## config.mk

```make
export PLATFORM = sky130hd
export DESIGN_NAME = centered_wrap_shift_blit_top
export DESIGN_NICKNAME = d
export VERILOG_FILES = /design/src/rtl/cwsb_pkg.sv /design/src/rtl/cwsb_plan.sv /design/src/rtl/cwsb_front.sv /design/src/rtl/cwsb_queue.sv /design/src/rtl/cwsb_back.sv /design/src/rtl/centered_wrap_shift_blit_top.sv
export SDC_FILE = /design/constraint.sdc
export NUM_CORES = 2
export LEC_CHECK = 0
export BUFFER_PORTS_ARGS = -buffer_cell sky130_fd_sc_hd__buf_4
export CORE_ASPECT_RATIO = 0.7
export CORE_MARGIN = 4
export CORE_UTILIZATION = 60
export DETAILED_ROUTE_END_ITERATION = 7
export HOLD_SLACK_MARGIN = 0.05
export PLACE_DENSITY = 0.8
export SLEW_MARGIN = 20
export SYNTH_ARGS = -nofsm -noshare
export SYNTH_HDL_FRONTEND = slang
export SYNTH_HIERARCHICAL = 1
export SYNTH_SLANG_ARGS = --single-unit
```

## constraint.sdc

```tcl
create_clock -name clk -period 16.05 [get_ports clk]
set_clock_uncertainty 0.1 [all_clocks]
set_input_delay 1.605 -clock clk [delete_from_list [all_inputs] [get_ports clk]]
set_output_delay 1.605 -clock clk [all_outputs]
set_load 0.05 [all_outputs]
```

## src/rtl/cwsb_pkg.sv

```systemverilog
// ----------------------------------------------------------------------------
// cwsb_pkg: shared types and constants for the centered wrap shift blit
// Sizes, register indexes, the derived frame plan and the queued item.
// ----------------------------------------------------------------------------
package cwsb_pkg;

  // Size limits of the block
  localparam int MAX_SRC_DIM  = 4096;
  localparam int MAX_DST_DIM  = 1024;
  localparam int MAX_CHANNELS = 4;

  // Derived widths
  localparam int SW   = $clog2(MAX_SRC_DIM + 1);   // source size
  localparam int SPW  = $clog2(MAX_SRC_DIM);       // source position
  localparam int DW   = $clog2(MAX_DST_DIM + 1);   // destination size
  localparam int DPW  = $clog2(MAX_DST_DIM);       // destination position
  localparam int AW   = (SW > DW) ? SW : DW;       // common compare width
  localparam int IDXW = 20;                        // dst_index width

  // Configuration port
  localparam int CFGW = 13;                        // write data width
  localparam int REGW = 3;                         // register index width
  localparam int SRCRW = 13;                       // raw source size width
  localparam int DSTRW = 11;                       // raw destination size width
  localparam int SHW  = 11;                        // shift register width

  // Queue between front and back
  localparam int Q_DEPTH = 4;
  localparam int QPW     = $clog2(Q_DEPTH);

  typedef enum logic [REGW-1:0] {
    REG_SRC_WIDTH    = 3'd0,
    REG_SRC_HEIGHT   = 3'd1,
    REG_CHANNEL_MODE = 3'd2,
    REG_DST_WIDTH    = 3'd3,
    REG_DST_HEIGHT   = 3'd4,
    REG_DST_CHANNELS = 3'd5,
    REG_SHIFT_X      = 3'd6,
    REG_SHIFT_Y      = 3'd7
  } reg_idx_t;

  // Frame plan derived from the configuration registers
  typedef struct packed {
    logic [SW-1:0]  sw;
    logic [SW-1:0]  sh;
    logic [DW-1:0]  dw;
    logic [DW-1:0]  dh;
    logic [SPW-1:0] src_off_x;
    logic [SPW-1:0] src_off_y;
    logic [DW-1:0]  count_x;
    logic [DW-1:0]  count_y;
    logic [DPW-1:0] start_x;
    logic [DPW-1:0] start_y;
    logic [2:0]     zs;
    logic [2:0]     zc;
    logic           rev;
  } plan_t;

  // Kept pixel on its way from front to back
  typedef struct packed {
    logic [DPW-1:0]  kx;
    logic [DPW-1:0]  ky;
    logic [3:0][7:0] ch;
    logic            done;
  } item_t;

endpackage

```

## src/rtl/cwsb_plan.sv

```systemverilog
// ----------------------------------------------------------------------------
// cwsb_plan: configuration registers and frame plan
// Holds the registers, clamps sizes, works out crop/center offsets and the
// wrapped start position with a bit-serial remainder unit.
// ----------------------------------------------------------------------------
module cwsb_plan import cwsb_pkg::*; (
  input  logic            clk,
  input  logic            rst,
  input  logic            cfg_valid,
  input  logic [REGW-1:0] cfg_index,
  input  logic [CFGW-1:0] cfg_data,
  output plan_t           plan,
  output logic            busy
);

  localparam int MW   = ((DW > SHW) ? DW : SHW) + 1;  // magnitude width
  localparam int VW   = MW + 1;                       // signed sum width
  localparam int CNTW = $clog2(MW);
  localparam int CLS  = (SW > SRCRW) ? SW : SRCRW;
  localparam int CLD  = (DW > DSTRW) ? DW : DSTRW;

  typedef enum logic [1:0] {P_LOAD, P_DIV, P_FIX, P_IDLE} pstate_t;

  typedef struct packed {
    logic [SPW-1:0] src_off;
    logic [DPW-1:0] dst_off;
    logic [DW-1:0]  count;
  } axis_t;

  // Registers
  logic [SRCRW-1:0] src_width, src_height;
  logic [2:0]       channel_mode;
  logic [DSTRW-1:0] dst_width, dst_height;
  logic [2:0]       dst_channels;
  logic [SHW-1:0]   shift_x, shift_y;

  pstate_t          state;
  logic [MW-1:0]    mag_x, mag_y;
  logic [DW-1:0]    rem_x, rem_y;
  logic             neg_x, neg_y;
  logic [CNTW-1:0]  bit_cnt;

  // Load-time values
  logic [SW-1:0]  sw_c, sh_c;
  logic [DW-1:0]  dw_c, dh_c;
  logic [2:0]     zd_c, zs_c, zc_c;
  axis_t          ax, ay;
  logic [VW-1:0]  v_x, v_y, a_x, a_y;

  // Remainder step
  logic [DW:0]    trial_x, trial_y;
  logic [DW-1:0]  rem_x_next, rem_y_next;

  function automatic logic [SW-1:0] clamp_src(input logic [SRCRW-1:0] raw);
    logic [CLS-1:0] v;
    v = CLS'(raw);
    if (v == '0) return SW'(1);
    if (v > CLS'(MAX_SRC_DIM)) return SW'(MAX_SRC_DIM);
    return SW'(v);
  endfunction

  function automatic logic [DW-1:0] clamp_dst(input logic [DSTRW-1:0] raw);
    logic [CLD-1:0] v;
    v = CLD'(raw);
    if (v == '0) return DW'(1);
    if (v > CLD'(MAX_DST_DIM)) return DW'(MAX_DST_DIM);
    return DW'(v);
  endfunction

  // Center a smaller source, crop a larger one
  function automatic axis_t plan_axis(input logic [SW-1:0] s, input logic [DW-1:0] d);
    axis_t          p;
    logic [AW-1:0]  se, de, diff;
    se   = AW'(s);
    de   = AW'(d);
    p    = '0;
    diff = '0;
    if (se < de) begin
      diff      = de - se;
      p.dst_off = DPW'(diff >> 1);
      p.count   = DW'(s);
    end else if (se > de) begin
      diff      = se - de;
      p.src_off = SPW'(diff >> 1);
      p.count   = d;
    end else begin
      p.count   = d;
    end
    return p;
  endfunction

  // Clamp and plan both axes from the raw registers
  always_comb begin
    sw_c = clamp_src(src_width);
    sh_c = clamp_src(src_height);
    dw_c = clamp_dst(dst_width);
    dh_c = clamp_dst(dst_height);
    if (dst_channels == 3'd0) begin
      zd_c = 3'd1;
    end else if (dst_channels > 3'(MAX_CHANNELS)) begin
      zd_c = 3'(MAX_CHANNELS);
    end else begin
      zd_c = dst_channels;
    end
    zs_c = {1'b0, channel_mode[1:0]} + 3'd1;
    zc_c = (zd_c < zs_c) ? zd_c : zs_c;
    ax   = plan_axis(sw_c, dw_c);
    ay   = plan_axis(sh_c, dh_c);
    v_x  = VW'(ax.dst_off) + {{(VW-SHW){shift_x[SHW-1]}}, shift_x};
    v_y  = VW'(ay.dst_off) + {{(VW-SHW){shift_y[SHW-1]}}, shift_y};
    a_x  = v_x[VW-1] ? (VW'(0) - v_x) : v_x;
    a_y  = v_y[VW-1] ? (VW'(0) - v_y) : v_y;
  end

  // One restoring remainder step per cycle, both axes side by side
  always_comb begin
    trial_x = {rem_x, mag_x[MW-1]};
    trial_y = {rem_y, mag_y[MW-1]};
    if (trial_x >= (DW+1)'(plan.dw)) begin
      rem_x_next = DW'(trial_x - (DW+1)'(plan.dw));
    end else begin
      rem_x_next = DW'(trial_x);
    end
    if (trial_y >= (DW+1)'(plan.dh)) begin
      rem_y_next = DW'(trial_y - (DW+1)'(plan.dh));
    end else begin
      rem_y_next = DW'(trial_y);
    end
  end

  assign busy = (state != P_IDLE);

  // Register writes and plan sequencer
  always_ff @(posedge clk) begin
    if (rst) begin
      src_width    <= SRCRW'(1);
      src_height   <= SRCRW'(1);
      channel_mode <= 3'd3;
      dst_width    <= DSTRW'(1024);
      dst_height   <= DSTRW'(1024);
      dst_channels <= 3'd4;
      shift_x      <= '0;
      shift_y      <= '0;
      state        <= P_LOAD;
    end else if (cfg_valid) begin
      case (reg_idx_t'(cfg_index))
        REG_SRC_WIDTH:    src_width    <= cfg_data[SRCRW-1:0];
        REG_SRC_HEIGHT:   src_height   <= cfg_data[SRCRW-1:0];
        REG_CHANNEL_MODE: channel_mode <= cfg_data[2:0];
        REG_DST_WIDTH:    dst_width    <= cfg_data[DSTRW-1:0];
        REG_DST_HEIGHT:   dst_height   <= cfg_data[DSTRW-1:0];
        REG_DST_CHANNELS: dst_channels <= cfg_data[2:0];
        REG_SHIFT_X:      shift_x      <= cfg_data[SHW-1:0];
        REG_SHIFT_Y:      shift_y      <= cfg_data[SHW-1:0];
        default: ;
      endcase
      state <= P_LOAD;
    end else begin
      case (state)
        P_LOAD: begin
          plan.sw        <= sw_c;
          plan.sh        <= sh_c;
          plan.dw        <= dw_c;
          plan.dh        <= dh_c;
          plan.src_off_x <= ax.src_off;
          plan.src_off_y <= ay.src_off;
          plan.count_x   <= ax.count;
          plan.count_y   <= ay.count;
          plan.zs        <= zs_c;
          plan.zc        <= zc_c;
          plan.rev       <= channel_mode[2];
          neg_x          <= v_x[VW-1];
          neg_y          <= v_y[VW-1];
          mag_x          <= a_x[MW-1:0];
          mag_y          <= a_y[MW-1:0];
          rem_x          <= '0;
          rem_y          <= '0;
          bit_cnt        <= CNTW'(MW - 1);
          state          <= P_DIV;
        end
        P_DIV: begin
          rem_x   <= rem_x_next;
          rem_y   <= rem_y_next;
          mag_x   <= {mag_x[MW-2:0], 1'b0};
          mag_y   <= {mag_y[MW-2:0], 1'b0};
          bit_cnt <= bit_cnt - CNTW'(1);
          if (bit_cnt == '0) begin
            state <= P_FIX;
          end
        end
        P_FIX: begin
          // negative sum: fold the remainder back into 0..size-1
          plan.start_x <= (neg_x && rem_x != '0) ? DPW'(plan.dw - rem_x) : DPW'(rem_x);
          plan.start_y <= (neg_y && rem_y != '0) ? DPW'(plan.dh - rem_y) : DPW'(rem_y);
          state        <= P_IDLE;
        end
        default: begin
          state <= P_IDLE;
        end
      endcase
    end
  end

endmodule

```

## src/rtl/cwsb_front.sv

```systemverilog
// ----------------------------------------------------------------------------
// cwsb_front: input acceptance and pixel classification
// Tracks the raster position, decides keep or drop, converts channels and
// pushes kept items into the queue.
// ----------------------------------------------------------------------------
module cwsb_front import cwsb_pkg::*; (
  input  logic       clk,
  input  logic       rst,
  input  logic       in_valid,
  output logic       in_stall,
  input  logic [7:0] in_ch0,
  input  logic [7:0] in_ch1,
  input  logic [7:0] in_ch2,
  input  logic [7:0] in_ch3,
  input  plan_t      plan,
  input  logic       plan_busy,
  input  logic       q_full,
  output logic       push,
  output item_t      push_item
);

  logic [SPW-1:0] source_column, source_row;

  logic            accept, keep_x, keep_y;
  logic [AW-1:0]   c_ext, r_ext, dx, dy;
  logic [AW:0]     c1, r1;
  logic [7:0]      src [4];
  logic [2:0]      sel, sj;
  logic [3:0][7:0] ch_conv;

  assign in_stall = plan_busy || q_full;
  assign accept   = in_valid && !in_stall;
  assign push     = accept && keep_x && keep_y;

  // Window test and position inside the kept window
  always_comb begin
    c_ext  = AW'(source_column);
    r_ext  = AW'(source_row);
    dx     = c_ext - AW'(plan.src_off_x);
    dy     = r_ext - AW'(plan.src_off_y);
    keep_x = (c_ext >= AW'(plan.src_off_x)) && (dx < AW'(plan.count_x));
    keep_y = (r_ext >= AW'(plan.src_off_y)) && (dy < AW'(plan.count_y));
    push_item.kx   = dx[DPW-1:0];
    push_item.ky   = dy[DPW-1:0];
    push_item.ch   = ch_conv;
    push_item.done = (DW'(dx[DPW-1:0]) == plan.count_x - DW'(1)) &&
                     (DW'(dy[DPW-1:0]) == plan.count_y - DW'(1));
  end

  // Channel conversion: copy the lesser count, optionally reversed
  always_comb begin
    src[0] = in_ch0;
    src[1] = in_ch1;
    src[2] = in_ch2;
    src[3] = in_ch3;
    sel    = '0;
    sj     = '0;
    for (int j = 0; j < 4; j++) begin
      sel = 3'(j);
      sj  = plan.rev ? (plan.zs - 3'd1 - sel) : sel;
      ch_conv[j] = (sel < plan.zc) ? src[sj[1:0]] : 8'd0;
    end
  end

  // Raster position update
  always_comb begin
    c1 = (AW+1)'(source_column) + (AW+1)'(1);
    r1 = (AW+1)'(source_row) + (AW+1)'(1);
  end

  always_ff @(posedge clk) begin
    if (rst) begin
      source_column <= '0;
      source_row    <= '0;
    end else if (accept) begin
      if (c1 >= (AW+1)'(plan.sw)) begin
        source_column <= '0;
        source_row    <= (r1 >= (AW+1)'(plan.sh)) ? '0 : r1[SPW-1:0];
      end else begin
        source_column <= c1[SPW-1:0];
        source_row    <= ((AW+1)'(source_row) >= (AW+1)'(plan.sh)) ? '0 : source_row;
      end
    end
  end

endmodule

```

## src/rtl/cwsb_queue.sv

```systemverilog
// ----------------------------------------------------------------------------
// cwsb_queue: short item queue between front and back
// Register FIFO; push and pop may happen in the same cycle.
// ----------------------------------------------------------------------------
module cwsb_queue import cwsb_pkg::*; (
  input  logic  clk,
  input  logic  rst,
  input  logic  push,
  input  item_t push_item,
  input  logic  pop,
  output item_t head,
  output logic  nonempty,
  output logic  full
);

  item_t          mem [Q_DEPTH];
  logic [QPW-1:0] wr_ptr, rd_ptr;
  logic [QPW:0]   count;

  assign head     = mem[rd_ptr];
  assign nonempty = (count != '0);
  assign full     = (count == (QPW+1)'(Q_DEPTH));

  // Pointers and fill count
  always_ff @(posedge clk) begin
    if (rst) begin
      wr_ptr <= '0;
      rd_ptr <= '0;
      count  <= '0;
    end else begin
      if (push) begin
        wr_ptr <= wr_ptr + QPW'(1);
      end
      if (pop) begin
        rd_ptr <= rd_ptr + QPW'(1);
      end
      if (push && !pop) begin
        count <= count + (QPW+1)'(1);
      end else if (pop && !push) begin
        count <= count - (QPW+1)'(1);
      end
    end
  end

  // Storage
  always_ff @(posedge clk) begin
    if (push) begin
      mem[wr_ptr] <= push_item;
    end
  end

endmodule

```

## src/rtl/cwsb_back.sv

```systemverilog
// ----------------------------------------------------------------------------
// cwsb_back: placement and result output
// Stage A wraps the shifted position, stage B forms the pixel index and
// holds the result until it is taken.
// ----------------------------------------------------------------------------
module cwsb_back import cwsb_pkg::*; (
  input  logic            clk,
  input  logic            rst,
  input  plan_t           plan,
  input  logic            q_nonempty,
  input  item_t           q_head,
  output logic            pop,
  output logic            out_valid,
  input  logic            out_stall,
  output logic [IDXW-1:0] dst_index,
  output logic [7:0]      out_ch0,
  output logic [7:0]      out_ch1,
  output logic [7:0]      out_ch2,
  output logic [7:0]      out_ch3,
  output logic            frame_done
);

  localparam int TW = DPW + 1;
  localparam int PW = (2 * DW + 1 > IDXW) ? 2 * DW + 1 : IDXW;

  logic            a_valid, a_ready, out_ready;
  logic [DPW-1:0]  a_tc, a_tr, tc, tr;
  logic [3:0][7:0] a_ch;
  logic            a_done;
  logic [TW-1:0]   sum_x, sum_y;
  logic [PW-1:0]   idx_full;

  assign out_ready = !out_valid || !out_stall;
  assign a_ready   = !a_valid || out_ready;
  assign pop       = q_nonempty && a_ready;

  // Shift with wrap: one compare-subtract per axis
  always_comb begin
    sum_x = TW'(plan.start_x) + TW'(q_head.kx);
    sum_y = TW'(plan.start_y) + TW'(q_head.ky);
    tc = (sum_x >= TW'(plan.dw)) ? DPW'(sum_x - TW'(plan.dw)) : DPW'(sum_x);
    tr = (sum_y >= TW'(plan.dh)) ? DPW'(sum_y - TW'(plan.dh)) : DPW'(sum_y);
  end

  // Row times width plus column
  assign idx_full = PW'(a_tr) * PW'(plan.dw) + PW'(a_tc);

  // Stage valids
  always_ff @(posedge clk) begin
    if (rst) begin
      a_valid   <= 1'b0;
      out_valid <= 1'b0;
    end else begin
      if (a_ready) begin
        a_valid <= pop;
      end
      if (out_ready) begin
        out_valid <= a_valid;
      end
    end
  end

  // Stage payloads
  always_ff @(posedge clk) begin
    if (pop) begin
      a_tc   <= tc;
      a_tr   <= tr;
      a_ch   <= q_head.ch;
      a_done <= q_head.done;
    end
    if (out_ready && a_valid) begin
      dst_index  <= idx_full[IDXW-1:0];
      out_ch0    <= a_ch[0];
      out_ch1    <= a_ch[1];
      out_ch2    <= a_ch[2];
      out_ch3    <= a_ch[3];
      frame_done <= a_done;
    end
  end

endmodule

```

## src/rtl/centered_wrap_shift_blit_top.sv

```systemverilog
// ----------------------------------------------------------------------------
// centered_wrap_shift_blit_top: centered, cropped, wrap-shifted pixel blit
// Maps raster-order source pixels to destination pixel indexes and
// converted channel bytes.
//
//  channel | handshake             | payload
//  --------+-----------------------+--------------------------------------
//  in      | in_valid / in_stall   | in_ch0..in_ch3
//  out     | out_valid / out_stall | dst_index, out_ch0..3, frame_done
//  cfg     | cfg_valid / cfg_ready | cfg_index, cfg_data
//
// One pixel per cycle in and out while neither side stalls; out_valid for a
// kept pixel rises once it has passed the queue slot, then the wrap stage,
// then the index stage. After reset and after every register write the plan
// unit runs load, 12 remainder steps and fold, and holds in_stall high
// meanwhile. cfg_ready is always high. A stalled output backs up through the
// 4-entry queue; in_stall rises when the queue is full.
// ----------------------------------------------------------------------------
module centered_wrap_shift_blit_top import cwsb_pkg::*; (
  input  logic            clk,
  input  logic            rst,
  input  logic            in_valid,
  output logic            in_stall,
  input  logic [7:0]      in_ch0,
  input  logic [7:0]      in_ch1,
  input  logic [7:0]      in_ch2,
  input  logic [7:0]      in_ch3,
  output logic            out_valid,
  input  logic            out_stall,
  output logic [IDXW-1:0] dst_index,
  output logic [7:0]      out_ch0,
  output logic [7:0]      out_ch1,
  output logic [7:0]      out_ch2,
  output logic [7:0]      out_ch3,
  output logic            frame_done,
  input  logic            cfg_valid,
  output logic            cfg_ready,
  input  logic [REGW-1:0] cfg_index,
  input  logic [CFGW-1:0] cfg_data
);

  plan_t plan;
  logic  plan_busy;
  logic  push, pop, q_nonempty, q_full;
  item_t push_item, q_head;

  assign cfg_ready = 1'b1;

  cwsb_plan u_plan (
    .clk       (clk),
    .rst       (rst),
    .cfg_valid (cfg_valid),
    .cfg_index (cfg_index),
    .cfg_data  (cfg_data),
    .plan      (plan),
    .busy      (plan_busy)
  );

  cwsb_front u_front (
    .clk       (clk),
    .rst       (rst),
    .in_valid  (in_valid),
    .in_stall  (in_stall),
    .in_ch0    (in_ch0),
    .in_ch1    (in_ch1),
    .in_ch2    (in_ch2),
    .in_ch3    (in_ch3),
    .plan      (plan),
    .plan_busy (plan_busy),
    .q_full    (q_full),
    .push      (push),
    .push_item (push_item)
  );

  cwsb_queue u_queue (
    .clk       (clk),
    .rst       (rst),
    .push      (push),
    .push_item (push_item),
    .pop       (pop),
    .head      (q_head),
    .nonempty  (q_nonempty),
    .full      (q_full)
  );

  cwsb_back u_back (
    .clk        (clk),
    .rst        (rst),
    .plan       (plan),
    .q_nonempty (q_nonempty),
    .q_head     (q_head),
    .pop        (pop),
    .out_valid  (out_valid),
    .out_stall  (out_stall),
    .dst_index  (dst_index),
    .out_ch0    (out_ch0),
    .out_ch1    (out_ch1),
    .out_ch2    (out_ch2),
    .out_ch3    (out_ch3),
    .frame_done (frame_done)
  );

`ifndef ASSERT_OFF
  // a register write always holds off input while the plan is redone
  a_cfg_stalls_input: assert property (@(posedge clk) disable iff (rst)
    cfg_valid && cfg_ready |=> in_stall)
    else $error("input not stalled after register write");

  // the front never pushes into a full queue
  a_no_overflow: assert property (@(posedge clk) disable iff (rst)
    push |-> !q_full)
    else $error("queue overflow");

  // the back only pops a queue that holds an item
  a_no_underflow: assert property (@(posedge clk) disable iff (rst)
    pop |-> q_nonempty)
    else $error("queue underflow");
`endif

endmodule

```

Yosys cells after proc, flatten, opt, wreduce, memory -nomap -nowiden
Memory sizes are Yosys's and may differ from the RTL's. A register that Yosys moved wholly into a read port is not among the register bits.
Cells that the tools add are included.
{"block": "classes", "bitwise_logic": 8, "magnitude_cmp": 29, "reduce_logical": 50, "mux": 80, "n_eq_ne": 14, "n_mul": 1, "addsub": 33}
{"operator": "two-way mux 11 bit", "n": 12}
{"operator": "two-way mux 13 bit", "n": 8}
{"operator": "two-way mux 8 bit", "n": 12}
{"operator": "two-way mux 12 bit", "n": 6}
{"operator": "binary-select mux 8 bit (select 2 bit)", "n": 4}
{"operator": "two-way mux 10 bit", "n": 6}
{"operator": "< comparator 13 x 11 -> 1 bit", "n": 4}
{"operator": "one-hot mux 12 bit (2 select lines)", "n": 2}
{"operator": "one-hot mux 11 bit (2 select lines)", "n": 2}
{"operator": "subtractor 11 bit", "n": 4}
{"operator": "subtractor 10 bit", "n": 4}
{"operator": ">= comparator 14 x 13 -> 1 bit", "n": 2}
{"operator": "adder 12 x 1 -> 13 bit (second input constant)", "n": 2}
{"operator": "greater-than comparator 13 x 11 -> 1 bit", "n": 2}
{"operator": "greater-than comparator 13 bit (second input constant)", "n": 2}
{"operator": "logical NOT 13 bit", "n": 2}
{"operator": "subtractor 12 x 12 -> 13 bit", "n": 2}
{"operator": "subtractor 13 x 11 -> 13 bit", "n": 2}
{"operator": "adder 11 x 11 -> 12 bit", "n": 2}
{"operator": ">= comparator 12 x 11 -> 1 bit", "n": 2}
{"operator": ">= comparator 12 bit", "n": 2}
{"operator": "subtractor 1 x 12 -> 12 bit (first input constant)", "n": 2}
{"operator": "adder 10 x 10 -> 11 bit", "n": 2}
{"operator": "== test 10 x 11 -> 1 bit", "n": 2}
{"operator": "other kinds (45)", "n": 125}
{"block": "totals", "mem_count": 1, "ff_bits": 389, "out_inout_bits": 56, "ramBits": 212, "in_bits": 53, "word_cells": 265}
{"name": "u_queue.mem", "depth": 4, "word_bits": 53, "rd": 1, "rd_clocked_by_memory_dff": 1, "wr": 1, "line": "cwsb_queue.sv:16", "text": "item_t mem [Q_DEPTH];"}

Longest topological paths before layout
{"block": "logic_depth", "depth_word": 11, "mapped_depth": 25, "mapped_depth_nobuf": 23}

Modules after synthesis
Netlist, hierarchy kept.
{"mod": "cwsb_plan", "area_each_um2": 14656.6, "cells_per_inst": 1579, "instances": 1, "seq_area_each_um2": 6756.5}
{"mod": "cwsb_back", "area_each_um2": 9222.6, "cells_per_inst": 862, "instances": 1, "seq_area_each_um2": 3223.1}
{"mod": "cwsb_queue", "area_each_um2": 8141.6, "cells_per_inst": 321, "instances": 1, "seq_area_each_um2": 6546.3}
{"mod": "cwsb_front", "area_each_um2": 5416.4, "cells_per_inst": 702, "instances": 1, "seq_area_each_um2": 480.5}
{"mod": "centered_wrap_shift_blit_top", "area_each_um2": 11.3, "cells_per_inst": 2, "instances": 1, "seq_area_each_um2": 0.0}

Worst setup path after synthesis
Ideal clock, no wire load.
{"block": "synth_path", "path_type": "input to register", "startpoint": "input rst", "endpoint": "register u_plan.neg_x, enable pin", "stages": 3, "setup_time_ns": 0.818, "arrival_ns": 11.705, "setup_slack_ns": 3.427, "required_time_ns": 15.132, "n_path_buf": 2, "path_cell_list": "clkbuf_1 clkbuf_1 nor4_1"}
{"block": "synth_between", "elab_chain_cells": 2}
{"item": "start: declaration", "line": "centered_wrap_shift_blit_top.sv:21", "text": "input logic rst,"}
{"item": "inverter 1 bit (no source line)"}
{"item": "AND reduction 3 bit (no source line)"}
{"item": "end signal: assignment", "line": "cwsb_plan.sv:172", "text": "neg_x <= v_x[VW-1];"}
{"item": "end: declaration", "line": "cwsb_plan.sv:40", "text": "logic neg_x, neg_y;"}
Every way passes these cells.
A chain may end at the register's enable or synchronous reset.

Final worst setup path
{"block": "layout_path", "startpoint": "register u_plan.src_width[12]", "endpoint": "register u_plan.mag_x[7] (data pin)"}
{"block": "layout_between", "elab_cells_between_ends": 15}
{"item": "start: declaration", "line": "cwsb_plan.sv:31", "text": "logic [SRCRW-1:0] src_width, src_height;"}
{"item": "start signal: assignment", "line": "cwsb_plan.sv:147", "text": "REG_SRC_WIDTH: src_width <= cfg_data[SRCRW-1:0];"}
{"item": "greater-than comparator 13 bit", "line": "cwsb_plan.sv:58", "text": "if (v > CLS'(MAX_SRC_DIM)) return SW'(MAX_SRC_DIM);"}
{"item": "two-way mux 1 bit (2 in series)", "line": "cwsb_plan.sv:58"}
{"item": "two-way mux 13 bit", "line": "cwsb_plan.sv:59", "text": "return SW'(v);"}
{"item": "two-way mux 13 bit *", "line": "cwsb_plan.sv:58"}
{"item": "subtractor 11 bit or < comparator 13 x 11 -> 1 bit (tied branches)", "line": "cwsb_plan.sv:79, cwsb_plan.sv:78"}
{"item": "two-way mux 10 bit *", "line": "cwsb_plan.sv:78", "text": "if (se < de) begin"}
{"item": "adder 11 x 11 -> 12 bit *", "line": "cwsb_plan.sv:109", "text": "v_x = VW'(ax.dst_off) + {{(VW-SHW){shift_x[SHW-1]}}, shift_x};"}
{"item": "named net u_plan.v_x[11]", "line": "cwsb_plan.sv:48", "text": "logic [VW-1:0] v_x, v_y, a_x, a_y;"}
{"item": "two-way mux 12 bit *", "line": "cwsb_plan.sv:111", "text": "a_x = v_x[VW-1] ? (VW'(0) - v_x) : v_x;"}
{"item": "one-hot mux 12 bit (2 select lines) *", "line": "cwsb_plan.sv:159", "text": "case (state)"}
{"item": "end signal: assignment", "line": "cwsb_plan.sv:174", "text": "mag_x <= a_x[MW-1:0];"}
{"item": "end signal: assignment", "line": "cwsb_plan.sv:184", "text": "mag_x <= {mag_x[MW-2:0], 1'b0};"}
{"item": "end: declaration", "line": "cwsb_plan.sv:38", "text": "logic [MW-1:0] mag_x, mag_y;"}
Mark *: on every way through the listed nets, which the timed path passes. The rest lies on a longest branch. The select of a mux whose other input is x is not followed.

==> metrics.cfg <==
[cells_and_area]
drive_above_1_share=0.1006
diodes=0
area_growth_pct=8.868
fin_util=0.6611
finalInstanceArea_um2=40740
instances_no_fill=4396
nets=3979

[setup_path]
crit_family=compound AO/OA/AOI/OAI gates
arrival_ps=6210
critPathLaunchType=flip-flop
cp_slowest_cell=a2111oi_2
crit_fanout=18
crit_type=flip-flop to flip-flop
critPathBufInv=2
path_cells=nand2b_1 -> ha_1 -> nor2b_1 -> o21ai_1 -> a21boi_0 -> nor3_1 -> o21ai_0 -> a2111oi_2 -> nand2_1 -> inv_1 -> ha_1 -> a211oi_1 -> o211ai_1 -> o21ai_2 -> o22ai_1 -> or2_2 -> inv_1 -> o21ai_0 -> xnor2_1 -> a21oi_1
max_stage_delay_ps=900
end_kind=flip-flop
worstPathRequired_ps=16320

[power]
seq_power_share=0.479
powerDensity_nw_per_um2=89.56
comb_power_share=0.154
switching_share=0.2685
internal_power_w=0.002669
clkPwrFrac=0.366
peakVddDrop_v=0.0001065
power.switching_w=0.0009795
power_leakage_nw=16.59

[sta]
grt_setup_unrepaired=false
max_slew.worst_pin.slew_ps=1066
report.final.slew_viol_count=0
hold_viol=0
max_freq_mhz=168.4
min_period_ps=5939
slew_headroom=0.2848
setup_violations=0
fin_tns_setup_ps=0
period_share=0.3700

[clocking]
cts_resized=0
clock_latency_ps=640
post-cts-setup-buffers=0
clock-sinks=603
cts-root-buf=clkbuf_16
clockBufferDepth=3
cts_tree=yes
numCtsBuffers=58
htreeDepth=2
hold_buffers=0
clkTransAtPathRegs_ps=70

[placement]
placed_cells=4289
hpwl_um=64340
io_buffer_count=107
gp_congestion=0.9582
place_area_um2=38890

[die]
die_x_um=306.5
core_um2=61620
dieArea_um2=66490
fp.dieH_um=216.9
ioPinCount=109
rows=76
start_util=0.6073

[drt]
dr.first_iter.drc_count=2674
ant_nets=0
vias=26190
drc=0
vias_per_cell=5.957
routedWlPerCell_um=20.10
wl_um=88350
drtPass1Iterations=5

[logic_synthesis]
syn_inst=3465
yosysWarningCount=6
avgSynthCellArea_um2=10.80
netlist_area_um2=37420
synth_fp_nets=3914

[run_status]
outcome=finished, final reports clean

[flow_run]
maxCapViolations=0

[grt]
grt_pass1_vias=25440
met1_usage=0.3862
gr-usage-met2=0.4107
grt_use_met3=0.05224
grt_overflow_total=0
grt_pass1_wl_um=140000
grt_usage=0.2639
globalRoute.busiestLayer=met2
grt_max_degree=88
antenna_found_initial=2

[worst_hold_path]
hp-class=flip-flop to flip-flop

[final cells by class]
type,instances,area (um2)
Fill cell,4586,20880
Tap cell,819,1025
Inverter,362,1359
Multi-Input combinational cell,2375,18560
Clock buffer,72,1514
Sequential cell,603,16980
Clock inverter,35,320.3
Timing Repair Buffer,130,979.7
[metrics by stage]
stage                     total power, W  worst slack (ps)  hold slack [ps]
after floorplan                 0.002202              3525            300.3
after global placement          0.002318             10160            301.9
after detailed placement        0.002335              9958            304.5
after CTS                       0.003663              9923            318.4
after global routing            0.003810              9604            327.0
final                           0.003648             10110            318.8
[path summary, 6_finish.rpt]
kind	from	endpoint	slack, ps	cells after the start
worst min-delay path	u_back/a_ch[16]	u_back/out_ch2[0]	320	0
worst min register to register	u_back/a_ch[16]	u_back/out_ch2[0]	320	0
worst max-delay path	u_plan/src_width[12]	u_plan/mag_x[7]	10110	20
worst max register to register	u_plan/src_width[12]	u_plan/mag_x[7]	10110	20
[state kept, by name (all words and copies together) (netlist names), 12 cells and up, named ones only]
signal,flops
u_back/dst_index,20
u_plan/src_width,13
u_queue/mem,212
u_front/source_row,12
u_plan/src_height,13
u_plan/mag_y,12
u_back/a_ch,32
u_front/source_column,12
u_plan/mag_x,12
u_plan/plan,120
[power groups by stage]
stage	registers, W	clock network [W]	logic, W
after floorplan	0.00178	0	0.000426
after global placement	0.00178	0	0.000536
after detailed placement	0.00178	0	0.000552
after CTS	0.00175	0.00136	0.000558
after global routing	0.00175	0.00143	0.000634
final	0.00175	0.00134	0.000562
[metal layers]
layer | vias up | wire [um]
li1 | 12360 | -
met1 | 12640 | 39360
met2 | 1056 | 39520
met3 | 131 | 7669
met4 | 2 | 1787
met5 | - | 13
[placed cells by master, fill, tap and decap left out, types with 74 or more instances in the layout]
| cell | n |
|---|---|
| edfxtp_1 | 490 |
| dfxtp_1 | 111 |
| nor2_1 | 211 |
| a21oi_1 | 216 |
| o21ai_0 | 126 |
| fa_1 | 96 |
| xor2_1 | 74 |
| nand2_1 | 367 |
| ha_1 | 300 |
| xnor2_1 | 134 |
| inv_1 | 362 |
| buf_4 | 129 |
No activity file was read; power rests on OpenSTA's default activity.
